--- src/rtl/core/dlmtok_pkg.sv ---
// ----------------------------------------------------------------------------
// dlmtok_pkg
// Shared types, register indexes and helpers of the delimiter/UTF-8 tokenizer.
// ----------------------------------------------------------------------------
package dlmtok_pkg;

    // Configuration register indexes
    localparam int CFG_IDX_W = 1;
    typedef logic [CFG_IDX_W-1:0] cfg_idx_t;
    localparam cfg_idx_t REG_DELIM_LOW  = 1'b0;
    localparam cfg_idx_t REG_DELIM_HIGH = 1'b1;

    localparam int DELIM_W  = 64;
    localparam int POS_W    = 32;
    localparam int ROW_W    = 32;
    localparam int SKIP_W   = 3;

    // One input item
    typedef struct packed {
        logic [7:0]       data_byte;
        logic             byte_present;
        logic             row_end;
        logic [ROW_W-1:0] row_id;
    } byte_item_t;

    // One token
    typedef struct packed {
        logic [POS_W-1:0] token_start;
        logic [POS_W-1:0] token_len;
        logic [ROW_W-1:0] token_row;
        logic             last_of_run;
    } token_t;

    // Tokens caused by one item (zero, one or two)
    typedef struct packed {
        logic   any;
        logic   two;
        token_t tok0;
        token_t tok1;
    } token_pair_t;

    // Configuration write
    typedef struct packed {
        logic               valid;
        cfg_idx_t           index;
        logic [DELIM_W-1:0] data;
    } cfg_wr_t;

    // Character length in bytes from the UTF-8 lead byte class
    function automatic logic [SKIP_W-1:0] lead_len(input logic [7:0] c);
        logic [SKIP_W-1:0] len;
        begin
            case (c) inside
                [8'h80:8'hdf]: len = 3'd2;
                [8'he0:8'hef]: len = 3'd3;
                [8'hf0:8'hf7]: len = 3'd4;
                [8'hf8:8'hfb]: len = 3'd5;
                [8'hfc:8'hff]: len = 3'd6;
                default:       len = 3'd2;
            endcase
            return len;
        end
    endfunction

endpackage

--- src/rtl/core/dlmtok_byte_if.sv ---
// ----------------------------------------------------------------------------
// dlmtok_byte_if
// Valid/ready channel carrying one text byte item.
// ----------------------------------------------------------------------------
interface dlmtok_byte_if;
    logic        valid;
    logic        ready;
    logic [7:0]  data_byte;
    logic        byte_present;
    logic        row_end;
    logic [31:0] row_id;

    modport source (output valid, output data_byte, output byte_present,
                    output row_end, output row_id, input ready);
    modport sink   (input valid, input data_byte, input byte_present,
                    input row_end, input row_id, output ready);
endinterface

--- src/rtl/core/dlmtok_token_if.sv ---
// ----------------------------------------------------------------------------
// dlmtok_token_if
// Valid/ready channel carrying one token item.
// ----------------------------------------------------------------------------
interface dlmtok_token_if;
    logic        valid;
    logic        ready;
    logic [31:0] token_start;
    logic [31:0] token_len;
    logic [31:0] token_row;
    logic        last_of_run;

    modport source (output valid, output token_start, output token_len,
                    output token_row, output last_of_run, input ready);
    modport sink   (input valid, input token_start, input token_len,
                    input token_row, input last_of_run, output ready);
endinterface

--- src/rtl/core/dlmtok_cfg_if.sv ---
// ----------------------------------------------------------------------------
// dlmtok_cfg_if
// Configuration write channel: register index and write data.
// ----------------------------------------------------------------------------
interface dlmtok_cfg_if;
    logic        valid;
    logic        ready;
    logic        index;
    logic [63:0] data;

    modport source (output valid, output index, output data, input ready);
    modport sink   (input valid, input index, input data, output ready);
endinterface

--- src/rtl/core/dlmtok_core.sv ---
// ----------------------------------------------------------------------------
// dlmtok_core
// Tokenizer state and per-item classification; produces up to two tokens.
// ----------------------------------------------------------------------------
module dlmtok_core
(
    input  logic                     clk,
    input  logic                     rst_n,
    input  dlmtok_pkg::cfg_wr_t      cfg_wr,
    input  dlmtok_pkg::byte_item_t   item,
    input  logic                     advance,
    output dlmtok_pkg::token_pair_t  result
);
    import dlmtok_pkg::*;

    logic [DELIM_W-1:0] delim_low_reg;
    logic [DELIM_W-1:0] delim_high_reg;
    logic [POS_W-1:0]   pos_reg,  pos_next;
    logic [POS_W-1:0]   wb_reg,   wb_next;
    logic               pending_reg, pending_next;
    logic [SKIP_W-1:0]  skip_reg, skip_next;

    logic [2*DELIM_W-1:0] delim_map;
    logic                 skipping;
    logic                 normal;
    logic                 is_lead;
    logic                 is_delim;
    logic                 open_word;
    logic                 flush_word;
    logic                 flush_row;
    logic                 pend_mid;
    logic [POS_W-1:0]     wb_mid;
    logic [POS_W-1:0]     word_end;
    logic [SKIP_W-1:0]    char_len;
    token_t               word_tok;
    token_t               char_tok;

    // Configuration registers
    always_ff @(posedge clk or negedge rst_n)
    begin
        if (!rst_n)
        begin
            delim_low_reg  <= '0;
            delim_high_reg <= '0;
        end
        else if (cfg_wr.valid)
        begin
            case (cfg_wr.index)
                REG_DELIM_LOW:  delim_low_reg  <= cfg_wr.data;
                REG_DELIM_HIGH: delim_high_reg <= cfg_wr.data;
                default: ;
            endcase
        end
    end

    // Classification and next state
    always_comb
    begin
        delim_map  = {delim_high_reg, delim_low_reg};
        skipping   = (skip_reg != '0);
        normal     = item.byte_present && !skipping;
        is_lead    = normal && item.data_byte[7];
        is_delim   = normal && !item.data_byte[7] && delim_map[item.data_byte[6:0]];
        open_word  = normal && !item.data_byte[7] && !is_delim && !pending_reg;
        flush_word = (is_lead || is_delim) && pending_reg;
        pend_mid   = (pending_reg && !flush_word) || open_word;
        wb_mid     = open_word ? pos_reg : wb_reg;
        flush_row  = item.row_end && pend_mid;
        char_len   = lead_len(item.data_byte);

        pos_next     = item.byte_present ? pos_reg + 1'b1 : pos_reg;
        wb_next      = wb_mid;
        pending_next = pend_mid && !item.row_end;
        if (item.row_end)
            skip_next = '0;
        else if (item.byte_present && skipping)
            skip_next = skip_reg - 1'b1;
        else if (is_lead)
            skip_next = char_len - 1'b1;
        else
            skip_next = skip_reg;

        // word ends at this byte on a flush, else after it (row end)
        word_end              = flush_word ? pos_reg : pos_next;
        word_tok.token_start  = wb_mid;
        word_tok.token_len    = word_end - wb_mid;
        word_tok.token_row    = item.row_id;
        word_tok.last_of_run  = !is_lead;

        char_tok.token_start  = pos_reg;
        char_tok.token_len    = {{(POS_W-SKIP_W){1'b0}}, char_len};
        char_tok.token_row    = item.row_id;
        char_tok.last_of_run  = 1'b1;

        result.any  = flush_word || is_lead || flush_row;
        result.two  = flush_word && is_lead;
        result.tok0 = (flush_word || flush_row) ? word_tok : char_tok;
        result.tok1 = char_tok;
    end

    // Tokenizer state
    always_ff @(posedge clk or negedge rst_n)
    begin
        if (!rst_n)
        begin
            pos_reg     <= '0;
            wb_reg      <= '0;
            pending_reg <= 1'b0;
            skip_reg    <= '0;
        end
        else if (advance)
        begin
            pos_reg     <= pos_next;
            wb_reg      <= wb_next;
            pending_reg <= pending_next;
            skip_reg    <= skip_next;
        end
    end

    // A word never stays open while continuation bytes are skipped
    assert property (@(posedge clk) disable iff (!rst_n)
        (skip_reg != '0) |-> !pending_reg)
        else $error("word open during continuation skip");

    // Row end leaves no open word and no skip
    assert property (@(posedge clk) disable iff (!rst_n)
        (advance && item.row_end) |=> (!pending_reg && skip_reg == '0))
        else $error("row end did not clear tokenizer state");

    // A pair is a word followed by a character; only the second is last
    assert property (@(posedge clk) disable iff (!rst_n)
        result.two |-> (!result.tok0.last_of_run && result.tok1.last_of_run
                        && result.tok1.token_len >= 32'd2))
        else $error("malformed token pair");

endmodule

--- src/rtl/core/dlmtok_outbuf.sv ---
// ----------------------------------------------------------------------------
// dlmtok_outbuf
// Result register that holds the tokens of one item and hands them out
// one per handshake.
// ----------------------------------------------------------------------------
module dlmtok_outbuf
(
    input  logic                     clk,
    input  logic                     rst_n,
    input  logic                     load,
    input  dlmtok_pkg::token_pair_t  result,
    output logic                     can_take,
    dlmtok_token_if.source           tokens
);
    import dlmtok_pkg::*;

    logic   valid_reg, valid_next;
    logic   sel_reg,   sel_next;
    logic   two_reg,   two_next;
    token_t tok0_reg;
    token_t tok1_reg;
    token_t cur_tok;
    logic   fire;
    logic   on_last;

    // Drain and reload control
    always_comb
    begin
        fire     = valid_reg && tokens.ready;
        on_last  = sel_reg || !two_reg;
        can_take = !valid_reg || (tokens.ready && on_last);

        valid_next = valid_reg;
        sel_next   = sel_reg;
        two_next   = two_reg;
        if (load)
        begin
            valid_next = 1'b1;
            sel_next   = 1'b0;
            two_next   = result.two;
        end
        else if (fire)
        begin
            if (on_last)
            begin
                valid_next = 1'b0;
                sel_next   = 1'b0;
            end
            else
            begin
                sel_next = 1'b1;
            end
        end
    end

    always_ff @(posedge clk or negedge rst_n)
    begin
        if (!rst_n)
        begin
            valid_reg <= 1'b0;
            sel_reg   <= 1'b0;
            two_reg   <= 1'b0;
        end
        else
        begin
            valid_reg <= valid_next;
            sel_reg   <= sel_next;
            two_reg   <= two_next;
        end
    end

    // Token payload
    always_ff @(posedge clk)
    begin
        if (load)
        begin
            tok0_reg <= result.tok0;
            tok1_reg <= result.tok1;
        end
    end

    // Output drive
    always_comb
    begin
        cur_tok            = sel_reg ? tok1_reg : tok0_reg;
        tokens.valid       = valid_reg;
        tokens.token_start = cur_tok.token_start;
        tokens.token_len   = cur_tok.token_len;
        tokens.token_row   = cur_tok.token_row;
        tokens.last_of_run = cur_tok.last_of_run;
    end

    // Second token only selected when a pair is held
    assert property (@(posedge clk) disable iff (!rst_n)
        sel_reg |-> (valid_reg && two_reg))
        else $error("second token selected without a pair");

endmodule

--- src/rtl/core/delimiter_utf8_tokenizer.sv ---
// ----------------------------------------------------------------------------
// delimiter_utf8_tokenizer
// Cuts a byte stream into ASCII words and UTF-8 character tokens.
// ----------------------------------------------------------------------------
// Channels: "bytes" takes one text byte item per handshake (data byte, byte
// present flag, row end flag, row id). "tokens" gives one token per handshake
// (start offset, length, row id, last_of_run on the last token of an item).
// "cfg" writes the delimiter bitmap: index 0 for byte values 0..63, index 1
// for 64..127; it is always ready and should be written only while idle.
// An item goes through the input register and then the result register before
// its first token is valid on "tokens". Throughput: one item per cycle while
// "tokens" does not stall; an item that yields a word token and a character
// token holds the result register for two output handshakes, since the output
// port moves one token per cycle at most.
// An input register and a result register part the two sides, so a new item
// is taken while a finished token still waits; when "tokens" stalls, the
// input register fills and "bytes" ready drops.
// Reset clears the bitmap, the byte offset, the open word and the skip
// count, and empties both registers.
// ----------------------------------------------------------------------------
module delimiter_utf8_tokenizer
(
    input  logic            clk,
    input  logic            rst_n,
    dlmtok_byte_if.sink     bytes,
    dlmtok_token_if.source  tokens,
    dlmtok_cfg_if.sink      cfg
);
    import dlmtok_pkg::*;

    logic        in_valid_reg;
    byte_item_t  in_item_reg;
    logic        advance;
    logic        buf_can_take;
    cfg_wr_t     cfg_wr;
    token_pair_t result;

    // Configuration port
    assign cfg.ready    = 1'b1;
    assign cfg_wr.valid = cfg.valid;
    assign cfg_wr.index = cfg.index;
    assign cfg_wr.data  = cfg.data;

    // Input register
    assign advance     = in_valid_reg && buf_can_take;
    assign bytes.ready = !in_valid_reg || advance;

    always_ff @(posedge clk or negedge rst_n)
    begin
        if (!rst_n)
            in_valid_reg <= 1'b0;
        else if (bytes.ready)
            in_valid_reg <= bytes.valid;
    end

    always_ff @(posedge clk)
    begin
        if (bytes.valid && bytes.ready)
        begin
            in_item_reg.data_byte    <= bytes.data_byte;
            in_item_reg.byte_present <= bytes.byte_present;
            in_item_reg.row_end      <= bytes.row_end;
            in_item_reg.row_id       <= bytes.row_id;
        end
    end

    dlmtok_core u_core
    (
        .clk     (clk),
        .rst_n   (rst_n),
        .cfg_wr  (cfg_wr),
        .item    (in_item_reg),
        .advance (advance),
        .result  (result)
    );

    dlmtok_outbuf u_outbuf
    (
        .clk      (clk),
        .rst_n    (rst_n),
        .load     (advance && result.any),
        .result   (result),
        .can_take (buf_can_take),
        .tokens   (tokens)
    );

endmodule

--- src/flat_wrapper.sv ---
// flat-port wrapper written by rule: the top's interface ports become plain ports
module delimiter_utf8_tokenizer_flat import dlmtok_pkg::*;
  (clk, rst_n, bytes_valid, bytes_data_byte, bytes_byte_present, bytes_row_end, bytes_row_id, bytes_ready, tokens_valid, tokens_token_start, tokens_token_len, tokens_token_row, tokens_last_of_run, tokens_ready, cfg_valid, cfg_index, cfg_data, cfg_ready);
  dlmtok_byte_if bytes_i ();
  dlmtok_token_if tokens_i ();
  dlmtok_cfg_if cfg_i ();
  input  logic clk;
  input  logic rst_n;
  input wire logic [$bits(bytes_i.valid)-1:0] bytes_valid;
  input wire logic [$bits(bytes_i.data_byte)-1:0] bytes_data_byte;
  input wire logic [$bits(bytes_i.byte_present)-1:0] bytes_byte_present;
  input wire logic [$bits(bytes_i.row_end)-1:0] bytes_row_end;
  input wire logic [$bits(bytes_i.row_id)-1:0] bytes_row_id;
  output wire logic [$bits(bytes_i.ready)-1:0] bytes_ready;
  output wire logic [$bits(tokens_i.valid)-1:0] tokens_valid;
  output wire logic [$bits(tokens_i.token_start)-1:0] tokens_token_start;
  output wire logic [$bits(tokens_i.token_len)-1:0] tokens_token_len;
  output wire logic [$bits(tokens_i.token_row)-1:0] tokens_token_row;
  output wire logic [$bits(tokens_i.last_of_run)-1:0] tokens_last_of_run;
  input wire logic [$bits(tokens_i.ready)-1:0] tokens_ready;
  input wire logic [$bits(cfg_i.valid)-1:0] cfg_valid;
  input wire logic [$bits(cfg_i.index)-1:0] cfg_index;
  input wire logic [$bits(cfg_i.data)-1:0] cfg_data;
  output wire logic [$bits(cfg_i.ready)-1:0] cfg_ready;
  assign bytes_i.valid = bytes_valid;
  assign bytes_i.data_byte = bytes_data_byte;
  assign bytes_i.byte_present = bytes_byte_present;
  assign bytes_i.row_end = bytes_row_end;
  assign bytes_i.row_id = bytes_row_id;
  assign bytes_ready = bytes_i.ready;
  assign tokens_valid = tokens_i.valid;
  assign tokens_token_start = tokens_i.token_start;
  assign tokens_token_len = tokens_i.token_len;
  assign tokens_token_row = tokens_i.token_row;
  assign tokens_last_of_run = tokens_i.last_of_run;
  assign tokens_i.ready = tokens_ready;
  assign cfg_i.valid = cfg_valid;
  assign cfg_i.index = cfg_index;
  assign cfg_i.data = cfg_data;
  assign cfg_ready = cfg_i.ready;
  delimiter_utf8_tokenizer u_core (.clk(clk), .rst_n(rst_n), .bytes(bytes_i), .tokens(tokens_i), .cfg(cfg_i));
endmodule
--- config.mk ---
export PLATFORM = sky130hd
export DESIGN_NAME = delimiter_utf8_tokenizer_flat
export DESIGN_NICKNAME = d
export VERILOG_FILES = /design/src/rtl/core/dlmtok_pkg.sv /design/src/rtl/core/dlmtok_byte_if.sv /design/src/rtl/core/dlmtok_token_if.sv /design/src/rtl/core/dlmtok_cfg_if.sv /design/src/rtl/core/dlmtok_core.sv /design/src/rtl/core/dlmtok_outbuf.sv /design/src/rtl/core/delimiter_utf8_tokenizer.sv /design/src/flat_wrapper.sv
export SDC_FILE = /design/constraint.sdc
export NUM_CORES = 1
export LEC_CHECK = 0
export CORE_MARGIN = 2
export CORE_UTILIZATION = 65
export DETAILED_ROUTE_END_ITERATION = 7
export DONT_BUFFER_PORTS = 1
export GPL_ROUTABILITY_DRIVEN = 0
export PLACE_DENSITY_LB_ADDON = 0.1
export SLEW_MARGIN = 30
export SYNTH_ARGS = -nofsm -noshare
export SYNTH_HDL_FRONTEND = slang
export SYNTH_HIERARCHICAL = 1
export SYNTH_SLANG_ARGS = --single-unit
--- constraint.sdc ---
create_clock -name clk -period 10.49 [get_ports clk]
set_clock_uncertainty 0.1 [all_clocks]
set_input_delay 2.098 -clock clk [delete_from_list [all_inputs] [get_ports clk]]
set_output_delay 2.098 -clock clk [all_outputs]
set_load 0.05 [all_outputs]
# After elaboration in Yosys (flattened, before gate mapping)
# Index checks and enable logic that the tools add are counted.
# classes
muxes,21
n_lt_le_gt_ge,11
shift,0
n_reduce_logical,48
bitwise_logic,1
n_mul,0
add_sub_neg,4
div,0
n_eq_ne,0
# op_table
operator,n
2-to-1 mux 97 bit,2
2-to-1 mux 32 bit,3
">= comparator 8 bit, second input constant",5
"less-or-equal comparator 8 bit, second input constant",5
"adder 32 x 1 -> 32 bit, second input constant",1
subtractor 32 bit,1
2-to-1 mux 3 bit,8
logical AND 1 bit,22
zero test 1 bit,10
logical OR 1 bit,8
"< comparator 7 x 8 -> 1 bit, second input constant",1
AND reduction 2 bit,4
binary-select mux 1 bit (select 7 bit),1
2-to-1 mux 1 bit,7
nonzero test 3 bit,2
"subtractor 3 x 1 -> 3 bit, second input constant",2
nonzero test 2 bit,2
inverter 1 bit,1
# totals
mem_bits_ro,0
latchBits,0
memories,0
output_inout_bits,100
elab_cells,107
input_bits,112
ff_bits,406
mem_bits_rw,0

# Depth between registers and ports, before layout
# Gate-level depths: netlist of the first run.
# depth
word_depth,15
mapped_depth,24
mapped_depth_nobuf,19

# By module
# The synthesis of the first run kept the hierarchy.
# modules_own_cells
module,n_inst,cells_each,area_each_um2,seq_area_each_um2
dlmtok_core,1,1171,12912.4,4904.7
dlmtok_outbuf,1,313,7194.4,5900.7
delimiter_utf8_tokenizer,1,50,1338.8,1286.2

# Worst setup path before layout of the first run
# No wires, ideal clock.
# synth_timing
kind,input port to flip-flop
start,input tokens_ready
end,register u_core.u_outbuf.two_reg
path_stages,4
n_path_buf,0
setup_ns,0.088
path_slack_ns,2.604
arrival_ns,7.698
required_ns,10.302
path_cell_list,inv_1 o21ai_0 and3_1 mux2_2
# synth_between
elab_chain_len,4
# synth_rtl
element,line,source
from (decl),flat_wrapper.sv:20,input wire logic [$bits(tokens_i.ready)-1:0] tokens_ready;
logical AND 1 bit,dlmtok_outbuf.sv:31,can_take = !valid_reg || (tokens.ready && on_last);
logical OR 1 bit,dlmtok_outbuf.sv:31,
via u_core.buf_can_take,delimiter_utf8_tokenizer.sv:34,logic buf_can_take;
logical AND 1 bit,delimiter_utf8_tokenizer.sv:45,assign advance = in_valid_reg && buf_can_take;
logical AND 1 bit,delimiter_utf8_tokenizer.sv:81,".load (advance && result.any),"
to (signal assigned),dlmtok_outbuf.sv:68,two_reg <= two_next;
to (decl),dlmtok_outbuf.sv:19,"logic two_reg, two_next;"
# The timed path passes the listed nets, and every way through them passes these cells.
# A chain may end at the register's enable or synchronous reset.

# Worst setup path in the final report of the first run
# layout_timing
start,register u_core/in_item_reg[35] (netlist name)
end,"register u_core/u_outbuf/tok0_reg[63] (netlist name), data pin"
# layout_between
elab_cells_between_ends,16
classes_between,add/sub (1); mux (4); reduce/logical (11)
# layout_rtl
element,line,source
from (decl),delimiter_utf8_tokenizer.sv:32,byte_item_t in_item_reg;
binary-select mux 1 bit (select 7 bit),dlmtok_core.sv:63,is_delim = normal && !item.data_byte[7] && delim_map[item.data_byte[6:0]];
2-to-1 mux 1 bit (implied by the code),dlmtok_core.sv:63,
logical AND 1 bit,dlmtok_core.sv:63,
zero test 1 bit,dlmtok_core.sv:64,open_word = normal && !item.data_byte[7] && !is_delim && !pending_reg;
logical AND 1 bit (2 in series),dlmtok_core.sv:64,
2-to-1 mux 32 bit,dlmtok_core.sv:67,wb_mid = open_word ? pos_reg : wb_reg;
via u_core.u_core.wb_mid[0],dlmtok_core.sv:32,logic [POS_W-1:0] wb_mid;
subtractor 32 bit,dlmtok_core.sv:86,word_tok.token_len = word_end - wb_mid;
to (signal assigned),dlmtok_outbuf.sv:77,tok0_reg <= result.tok0;
to (decl),dlmtok_outbuf.sv:20,token_t tok0_reg;
# The timed path passes the listed nets, and every way through them passes these cells. The select of a mux whose other input is x is not followed.

==> results of run 1 <==
==> metrics by stage <==
stage / cells / cell area (µm²) / utilization [%]
finish: 1911 / 22440 / 68.96
global route: 1910 / 22440 / 68.95
CTS: 1909 / 22410 / 68.86
detailed placement: 1828 / 21010 / 64.57
global placement: 1828 / 21000 / 64.56
floorplan: 1562 / 21550 / -
==> logic make-up (layout without fill, tap and decap cells) <==
| family | Yosys count | in the layout | share of synthesized area [%] |
|---|---|---|---|
| AOI/OAI and AO/OA | 137 | 137 | 4.469 |
| xor gates and xnor gates | 84 | 84 | 3.431 |
| adders and majority gates | 34 | 34 | 2.019 |
| buffers and inverters | 203 | 109 | 5.922 |
| DFF | 436 | 436 | 56.38 |
| muxes | 375 | 375 | 21.59 |
| other | 3 | 32 | 0.05251 |
| and+or+nand+nor | 262 | 262 | 6.138 |
==> cells in the final DEF (no fill, tap or decap), types with 6 or more instances in the layout <==
cell type | Yosys | layout
sky130_fd_sc_hd__nand4_1 | 15 | 15
sky130_fd_sc_hd__mux2i_1 | 47 | 47
sky130_fd_sc_hd__nand3_1 | 27 | 27
sky130_fd_sc_hd__mux2_2 | 252 | 252
sky130_fd_sc_hd__and3_1 | 20 | 18
sky130_fd_sc_hd__a211oi_1 | 6 | 6
sky130_fd_sc_hd__nor3_1 | 18 | 18
sky130_fd_sc_hd__xor2_1 | 42 | 42
sky130_fd_sc_hd__o21ai_0 | 30 | 30
sky130_fd_sc_hd__mux4_2 | 26 | 26
sky130_fd_sc_hd__nand2b_1 | 9 | 9
sky130_fd_sc_hd__ha_1 | 33 | 33
sky130_fd_sc_hd__mux2_4 | 46 | 46
sky130_fd_sc_hd__clkinv_1 | 0 | 7
sky130_fd_sc_hd__edfxtp_1 | 236 | 236
sky130_fd_sc_hd__clkbuf_16 | 0 | 44
sky130_fd_sc_hd__clkinv_2 | 0 | 10
sky130_fd_sc_hd__nor2_1 | 59 | 59
sky130_fd_sc_hd__conb_1 | 3 | 31
sky130_fd_sc_hd__xnor2_1 | 42 | 42
sky130_fd_sc_hd__buf_4 | 98 | 10
sky130_fd_sc_hd__nor2b_1 | 19 | 18
sky130_fd_sc_hd__clkbuf_1 | 47 | 7
sky130_fd_sc_hd__dfrtp_1 | 200 | 199
sky130_fd_sc_hd__inv_1 | 15 | 15
sky130_fd_sc_hd__a21o_1 | 17 | 17
sky130_fd_sc_hd__a21oi_1 | 32 | 32
sky130_fd_sc_hd__nand2_1 | 65 | 64
==> worst paths after layout <==
kind	startpoint	endpoint	slack [ps]	cells past startpoint
worst max-delay path	u_core/in_item_reg[35]$_DFFE_PP_	u_core/u_outbuf/tok0_reg[63]$_DFFE_PP_	3560	21
worst min-delay path	u_core/in_item_reg[12]$_DFFE_PP_	u_core/u_outbuf/tok1_reg[13]$_DFFE_PP_	340	0
worst max register to register	u_core/in_item_reg[35]$_DFFE_PP_	u_core/u_outbuf/tok0_reg[63]$_DFFE_PP_	3560	21
worst min register to register	u_core/in_item_reg[12]$_DFFE_PP_	u_core/u_outbuf/tok1_reg[13]$_DFFE_PP_	340	0
max in group asynchronous	rst_n	u_core/u_outbuf/sel_reg$_DFFE_PN0P_	8900	0
min in group asynchronous	rst_n	u_core/u_core/delim_low_reg[7]$_DFFE_PN0P_	1150	0
==> layer usage <==
layer	vias up	GRT usage [%]	wire length, µm
li1	5310	-	-
met1	5839	31.63	17690
met2	254	39.21	19430
met3	61	5.987	2522
met4	2	6.709	975
met5	-	0	13
==> layout make-up <==
type                            instances  area [µm²]  share of cell area [%]
Clock buffer                           55        1182                   5.270
Timing Repair Buffer                   12       101.3                  0.4517
Antenna cell                            1       2.502                 0.01115
Tap cell                              442       553.0                   2.465
Inverter                               16       60.06                  0.2677
Multi-Input combinational cell        923        8229                   36.68
Clock inverter                         26       214.0                  0.9535
Sequential cell                       436       12100                   53.91
==> power by group through the flow <==
| stage | Sequential [W] | Combinational [W] | Clock (W) |
|---|---|---|---|
| CTS | 0.00224 | 0.00133 | 0.00154 |
| global route | 0.00226 | 0.00144 | 0.00160 |
| detailed placement | 0.00227 | 0.00132 | 0 |
| finish | 0.00224 | 0.00133 | 0.00150 |
| floorplan | 0.00222 | 0.00118 | 0 |
| global placement | 0.00226 | 0.00129 | 0 |
==> impl_results.md, run 1 <==
* Maximum buffer depth of the clock tree at 3
* Crit Path Class: flop to flop
* Remaining global-route overflow at 0
* Leakage power summed over all cells at 8.822 nW
* Number of resized instances in the post-cts repair step at 0
* Share of layout cells above drive strength 1 at 29.02%
* Number of clock buffers inserted by TritonCTS at 44
* Total of flip-flops plus latches after synthesis at 436
* Die Span Y at 185.6 µm
* Number of H-tree branching levels at 2
* Total die area at 34460 µm²
* HPWL after detailed placement at 27.16 mm
* Via-per-instance ratio at 6.000
* Top cell types by occurrence after synthesis: sky130_fd_sc_hd__mux2_2 (252), sky130_fd_sc_hd__edfxtp_1 (236), sky130_fd_sc_hd__dfrtp_1 (200)
* Maximum Capacitance Violations at 0
* Top-area cell type share of the netlist area at 33.05%
* Number of warning messages in the yosys log at 6
* Global router's overall resource usage at 23.80%
* Effective utilization at floorplan at 65.91%
* Unique cell type count in the Yosys netlist at 74
* Maximum cell stage delay along the critical path at 740 ps
* Via count of the first global-routing pass at 11586
* Post-synth ARST share at 45.87%
* EDFF count, synth at 236
* Buffer type at the clock tree root: sky130_fd_sc_hd__clkbuf_16
* Worst path bufs/invs at 2
* Proportion of power drawn by the clock network at 29.6%
* Core Rows at 66
* Number of DRC markers after the initial detailed-route iteration at 620
* Critical path required time at 10760 ps
* Vias post-DR at 11466
* Area Overhead vs Synth at 4.627%
* Pin count of the biggest net entering global routing at 201
* Run status: finished clean
* Top FF cell, synth: sky130_fd_sc_hd__edfxtp_1
* CTS tree: built
* Routed Antenna Nets at 0
* Post-synthesis cell area at 21450 µm²
* Worst path cell trace: buf_4, mux4_2, mux2_2, o221ai_1, a22o_1, nand3_2, o21ai_4, and3_2, buf_4, mux2_2, ha_1, fa_1, nor2b_1, o21a_1, o21ai_0, a211oi_1, o21ai_0, a41oi_1, a31oi_1, and3_1, nor4_1
* Combinational Power Share at 26.2%
* Critical Path Source Type: flop
* Crit-path leading delay family: compound AO/OA/AOI/OAI gates
* Clock insertion delay at the later pin of the skew report at 550 ps
* Unrepaired setup endpoints after global routing: false
* Initial DRT Pass Iterations at 6
* Max Fanout on Critical Path at 35
* First-pass GRT wire length at 63.38 mm
* Initial antenna violation count at 2
* Filler Cells Inserted at 2312
* Clock Sink Count at 436
* Net switching share of the total power at 31.28%
* Routed len/inst at 21.26 µm
* Share of the clock period used by the worst path after layout at 66.02%
* CTS clk-pin slew, worst paths at 60 ps
* Number of buffers added to fix hold violations after cts at 0
* Clock period minus final worst setup slack at 6926 ps
* Die extent in x at 185.6 µm
* Worst Hold Class: flop to flop
* Min Hold Slack at 340.0 ps
* Number of buffers inserted to repair setup after CTS at 0
* Layout Nets at 1579
* Cell taking the most area after synthesis: sky130_fd_sc_hd__edfxtp_1
* Core region area at 32540 µm²
* Slowest cell on the critical path: sky130_fd_sc_hd__a41oi_1
* Count of input and output buffers at 0
* Total wire length at 40.63 mm
* Setup total negative slack at 0 ps
* Final WS setup at 3564 ps
* Post-place setup slack at 3674 ps
* Average instance area after synthesis at 13.98 µm²
* Cell with the most instances after synthesis: sky130_fd_sc_hd__mux2_2
* Cells after synthesis at 1534
* Peak supply drop at 137.6 µV
* Internal power consumption at 0.003483 W
* Number of I/O pins at 212
* Endpoint type of the worst setup path: flop
* Final-report setup violation count at 0
* Switching Power at 0.001585 W
* Total count of max-transition violations in the final report at 0
* Pin slew with the least headroom to its limit at 960.3 ps
* Sequential group share of total power at 44.2%
* Total Power at 0.005068 W
* Part of the Yosys area used for sequential elements at 56.38%
* Most area-consuming cells after synthesis: sky130_fd_sc_hd__edfxtp_1 (33%), sky130_fd_sc_hd__dfrtp_1 (23%), sky130_fd_sc_hd__mux2_2 (13%)
* Final count of hold timing violations at 0
* Rel. slew slack at 35.98%
* Detailed-route DRC error count at 0
* Upper clock frequency limit at 0.1444 GHz
* Total power divided by cell area at 225.9 nW/µm²
* Worst path arrival time at 7200 ps
(Power assumes the default switching activity.)
==> run 2, diff against run 1 <==
- ABC_AREA: unset -> 1
- CORE_UTILIZATION: 65 -> 58
- clock period: 10.49 -> 5.8 ns (I/O delays scaled with it)
==> run 2 against run 1 <==
  * Sequential share of layout area fell by 0.59 points
  * Synthesized cell count rose by 59%
  * Highest routed layer unchanged
  * Combinational power rose to 3.8 times the previous value
==> impl_results.md, run 2 <==
* Total Power at 0.01228 W (+140%)
* Crit Path Class: flop to flop
* Number of buffers added to fix hold violations after cts at 0 (unchanged)
* CTS clk-pin slew, worst paths at 60 ps (about the same)
* Buffer type at the clock tree root: sky130_fd_sc_hd__clkbuf_16
* Number of clock buffers inserted by TritonCTS at 45 (+2.3%)
* Global router's overall resource usage at 25.86% (+2.1 points)
* Worst path arrival time at 5570 ps (-1630 ps)
* Top-area cell type share of the netlist area at 32.94% (-0.11 points)
* Peak supply drop at 252.7 µV (+84%)
* Upper clock frequency limit at 0.1873 GHz (+30%)
* Part of the Yosys area used for sequential elements at 56.20% (-0.18 points)
* Die extent in x at 196.6 µm (+5.9%)
* Initial DRT Pass Iterations at 6 (unchanged)
* Worst Hold Class: primary input to asynchronous set/reset pin
* Pin count of the biggest net entering global routing at 201 (unchanged)
* Worst reg2reg startpoint: u_core/in_item_reg[35]$_DFFE_PP_
* Maximum buffer depth of the clock tree at 3 (unchanged)
* Detailed-route DRC error count at 0 (unchanged)
* Core region area at 36610 µm² (+13%)
* Number of H-tree branching levels at 2 (unchanged)
* Top FF cell, synth: sky130_fd_sc_hd__edfxtp_1
* Core Rows at 70 (+6.1%)
* Total count of max-transition violations in the final report at 0 (unchanged)
* Most area-consuming cells after synthesis: sky130_fd_sc_hd__edfxtp_1 (33%), sky130_fd_sc_hd__dfrtp_1 (23%), sky130_fd_sc_hd__nand2_1 (14%)
* Clock Sink Count at 436 (unchanged)
* Run status: finished clean
* Pin slew with the least headroom to its limit at 832.7 ps (-127.6 ps)
* Layout Nets at 2477 (+57%)
* HPWL after detailed placement at 33.59 mm (+24%)
* Post-synth ARST share at 45.87% (unchanged)
* Clock period minus final worst setup slack at 5338 ps (-1587 ps)
* Total power divided by cell area at 541.4 nW/µm² (+140%)
* Final count of hold timing violations at 0 (unchanged)
* Clock insertion delay at the later pin of the skew report at 580 ps (+30 ps)
* Post-synthesis cell area at 21510 µm² (+0.32%)
* Cells after synthesis at 2438 (+59%)
* Number of I/O pins at 212 (unchanged)
* Vias post-DR at 15524 (+35%)
* Total die area at 38650 µm² (+12%)
* Effective utilization at floorplan at 58.77% (-7.1 points)
* Worst Reg-to-Reg Cells at 23 (+9.5%)
* FF-to-FF setup slack at 460 ps (-3100 ps)
* Critical path required time at 6030 ps (-4730 ps)
* Number of buffers inserted to repair setup after CTS at 0 (unchanged)
* Number of resized instances in the post-cts repair step at 0 (unchanged)
* Most common cell after layout, fill and taps aside: sky130_fd_sc_hd__nand2_1
* Routed len/inst at 17.60 µm (-17%)
* Most frequent cells in the layout: sky130_fd_sc_hd__nand2_1 (827), sky130_fd_sc_hd__o21ai_0 (273), sky130_fd_sc_hd__edfxtp_1 (236), sky130_fd_sc_hd__dfrtp_1 (199), sky130_fd_sc_hd__inv_1 (191)
* Setup total negative slack at 0 ps (unchanged)
* Number of DRC markers after the initial detailed-route iteration at 1378 (+120%)
* Number of warning messages in the yosys log at 6 (unchanged)
* Unrepaired setup endpoints after global routing: false
* Cell with the most instances after synthesis: sky130_fd_sc_hd__nand2_1
* Initial antenna violation count at 5 (+3)
* Die Span Y at 196.6 µm (+5.9%)
* CTS tree: built
* First-pass GRT wire length at 79.32 mm (+25%)
* Via-per-instance ratio at 5.466 (-8.9%)
* EDFF count, synth at 236 (unchanged)
* Area Overhead vs Synth at 5.449%
* Final-report setup violation count at 0 (unchanged)
* Count of input and output buffers at 0 (unchanged)
* Endpoint type of the worst setup path: flop
* Routed Antenna Nets at 0 (unchanged)
* Maximum Capacitance Violations at 0 (unchanged)
* Critical Path Source Type: flop
* Average instance area after synthesis at 8.825 µm² (-37%)
* Reg2reg end: u_core/u_outbuf/tok0_reg[61]$_DFFE_PP_
* Via count of the first global-routing pass at 14614 (+26%)
* Remaining global-route overflow at 0 (unchanged)
* Rel. slew slack at 44.49% (+8.5 points)
* Max Fanout on Critical Path at 30 (-14%)
* Total of flip-flops plus latches after synthesis at 436 (unchanged)
* Share of layout cells above drive strength 1 at 5.743% (-23 points)
* Total wire length at 49.99 mm (+23%)
* Share of the clock period used by the worst path after layout at 92.04% (+26 points)
* Leakage power summed over all cells at 10.10 nW (+15%)
* Unique cell type count in the Yosys netlist at 42 (-43%)
* Top cell types by occurrence after synthesis: sky130_fd_sc_hd__nand2_1 (829), sky130_fd_sc_hd__o21ai_0 (273), sky130_fd_sc_hd__edfxtp_1 (236)
* Cell taking the most area after synthesis: sky130_fd_sc_hd__edfxtp_1
## run 2: worst max path at each step
stage | startpoint | endpoint | slack, ps | cells past startpoint
after floorplan | u_core/in_item_reg[34]$_DFFE_PP_ | u_core/u_outbuf/sel_reg$_DFFE_PN0P_ | 250 | 23
after global placement | u_core/in_item_reg[34]$_DFFE_PP_ | u_core/u_outbuf/tok0_reg[61]$_DFFE_PP_ | 750 | 25
after detailed placement | u_core/in_item_reg[35]$_DFFE_PP_ | u_core/u_outbuf/tok0_reg[61]$_DFFE_PP_ | 670 | 23
after CTS | u_core/in_item_reg[34]$_DFFE_PP_ | u_core/u_outbuf/tok0_reg[61]$_DFFE_PP_ | 610 | 25
after global routing | u_core/in_item_reg[35]$_DFFE_PP_ | u_core/u_outbuf/tok0_reg[61]$_DFFE_PP_ | 30 | 23
final | u_core/in_item_reg[35]$_DFFE_PP_ | u_core/u_outbuf/tok0_reg[61]$_DFFE_PP_ | 460 | 23
## run 2: per-stage QoR
stage / utilization (%) / setup WS, ps / hold slack, ps / instances / area [µm²]
after floorplan: - / 251.4 / 324.9 / 2466 / 21620
after global placement: 57.80 / 748.1 / 321.5 / 2751 / 21160
after detailed placement: 57.88 / 668.6 / 330.4 / 2752 / 21190
after CTS: 61.94 / 614.9 / 147.8 / 2836 / 22680
after global routing: 61.95 / 28.98 / 159.8 / 2837 / 22680
final: 61.97 / 461.6 / 185.0 / 2840 / 22690
## run 2: cell families (layout without fill, tap and decap cells)
group                    after synthesis  in the layout  share of synthesized area, %
AND/OR/NAND/NOR                     1069           1069                         19.59
flip-flops                           436            436                         56.20
buffers and inverters                424            326                         9.695
AO/OA/AOI/OAI                        422            422                         10.42
XOR/XNOR                              50             50                         2.035
adder cells (fa/ha/maj)               34             34                         2.012
other                                  3             35                       0.05234
## run 2: per-layer routing
layer  vias to the layer above  wire length (µm)  global-route usage (%)
met3                        68              4092                   5.527
li1                       7579                 -                       -
met4                         2              1085                   7.435
met1                      7296             23850                   39.18
met5                         -                11                       0
met2                       579             20950                   37.76
## run 2: critical path, stage by stage (launching register included)
cell and delay [ps]:
sky130_fd_sc_hd__edfxtp_1 510, sky130_fd_sc_hd__buf_4 390, sky130_fd_sc_hd__nor2_1 90, sky130_fd_sc_hd__o21ai_0 130, sky130_fd_sc_hd__nand3_1 110, sky130_fd_sc_hd__nand3_1 110
sky130_fd_sc_hd__nand2_1 60, sky130_fd_sc_hd__nand3_1 80, sky130_fd_sc_hd__nand3_1 130, sky130_fd_sc_hd__nand2_2 150, sky130_fd_sc_hd__nand3_2 120, sky130_fd_sc_hd__inv_2 270
sky130_fd_sc_hd__buf_4 330, sky130_fd_sc_hd__o21a_1 180, sky130_fd_sc_hd__inv_2 60, sky130_fd_sc_hd__ha_1 370, sky130_fd_sc_hd__a21oi_1 230, sky130_fd_sc_hd__o21ai_0 190
sky130_fd_sc_hd__a221oi_1 300, sky130_fd_sc_hd__nand3_1 240, sky130_fd_sc_hd__a21o_1 260, sky130_fd_sc_hd__a21oi_1 170, sky130_fd_sc_hd__o21ai_0 90, sky130_fd_sc_hd__a21oi_1 370
## run 2: final cells by class
type	count	area, µm²
Fill cell	3101	13920
Sequential cell	436	12100
Multi-Input combinational cell	1606	7482
Clock buffer	54	1200
Inverter	222	838.3
Tap cell	468	585.6
Clock inverter	30	287.8
Timing Repair Buffer	20	187.7
Antenna cell	4	10.01
## run 2: power breakdown
group | leakage, nW | total, W | switching [W] | internal [W]
sequential | 4.74 | 0.00439 | 0.000376 | 0.00401
combinational | 4.63 | 0.00500 | 0.00379 | 0.00120
clock | 0.728 | 0.00290 | 0.00123 | 0.00167
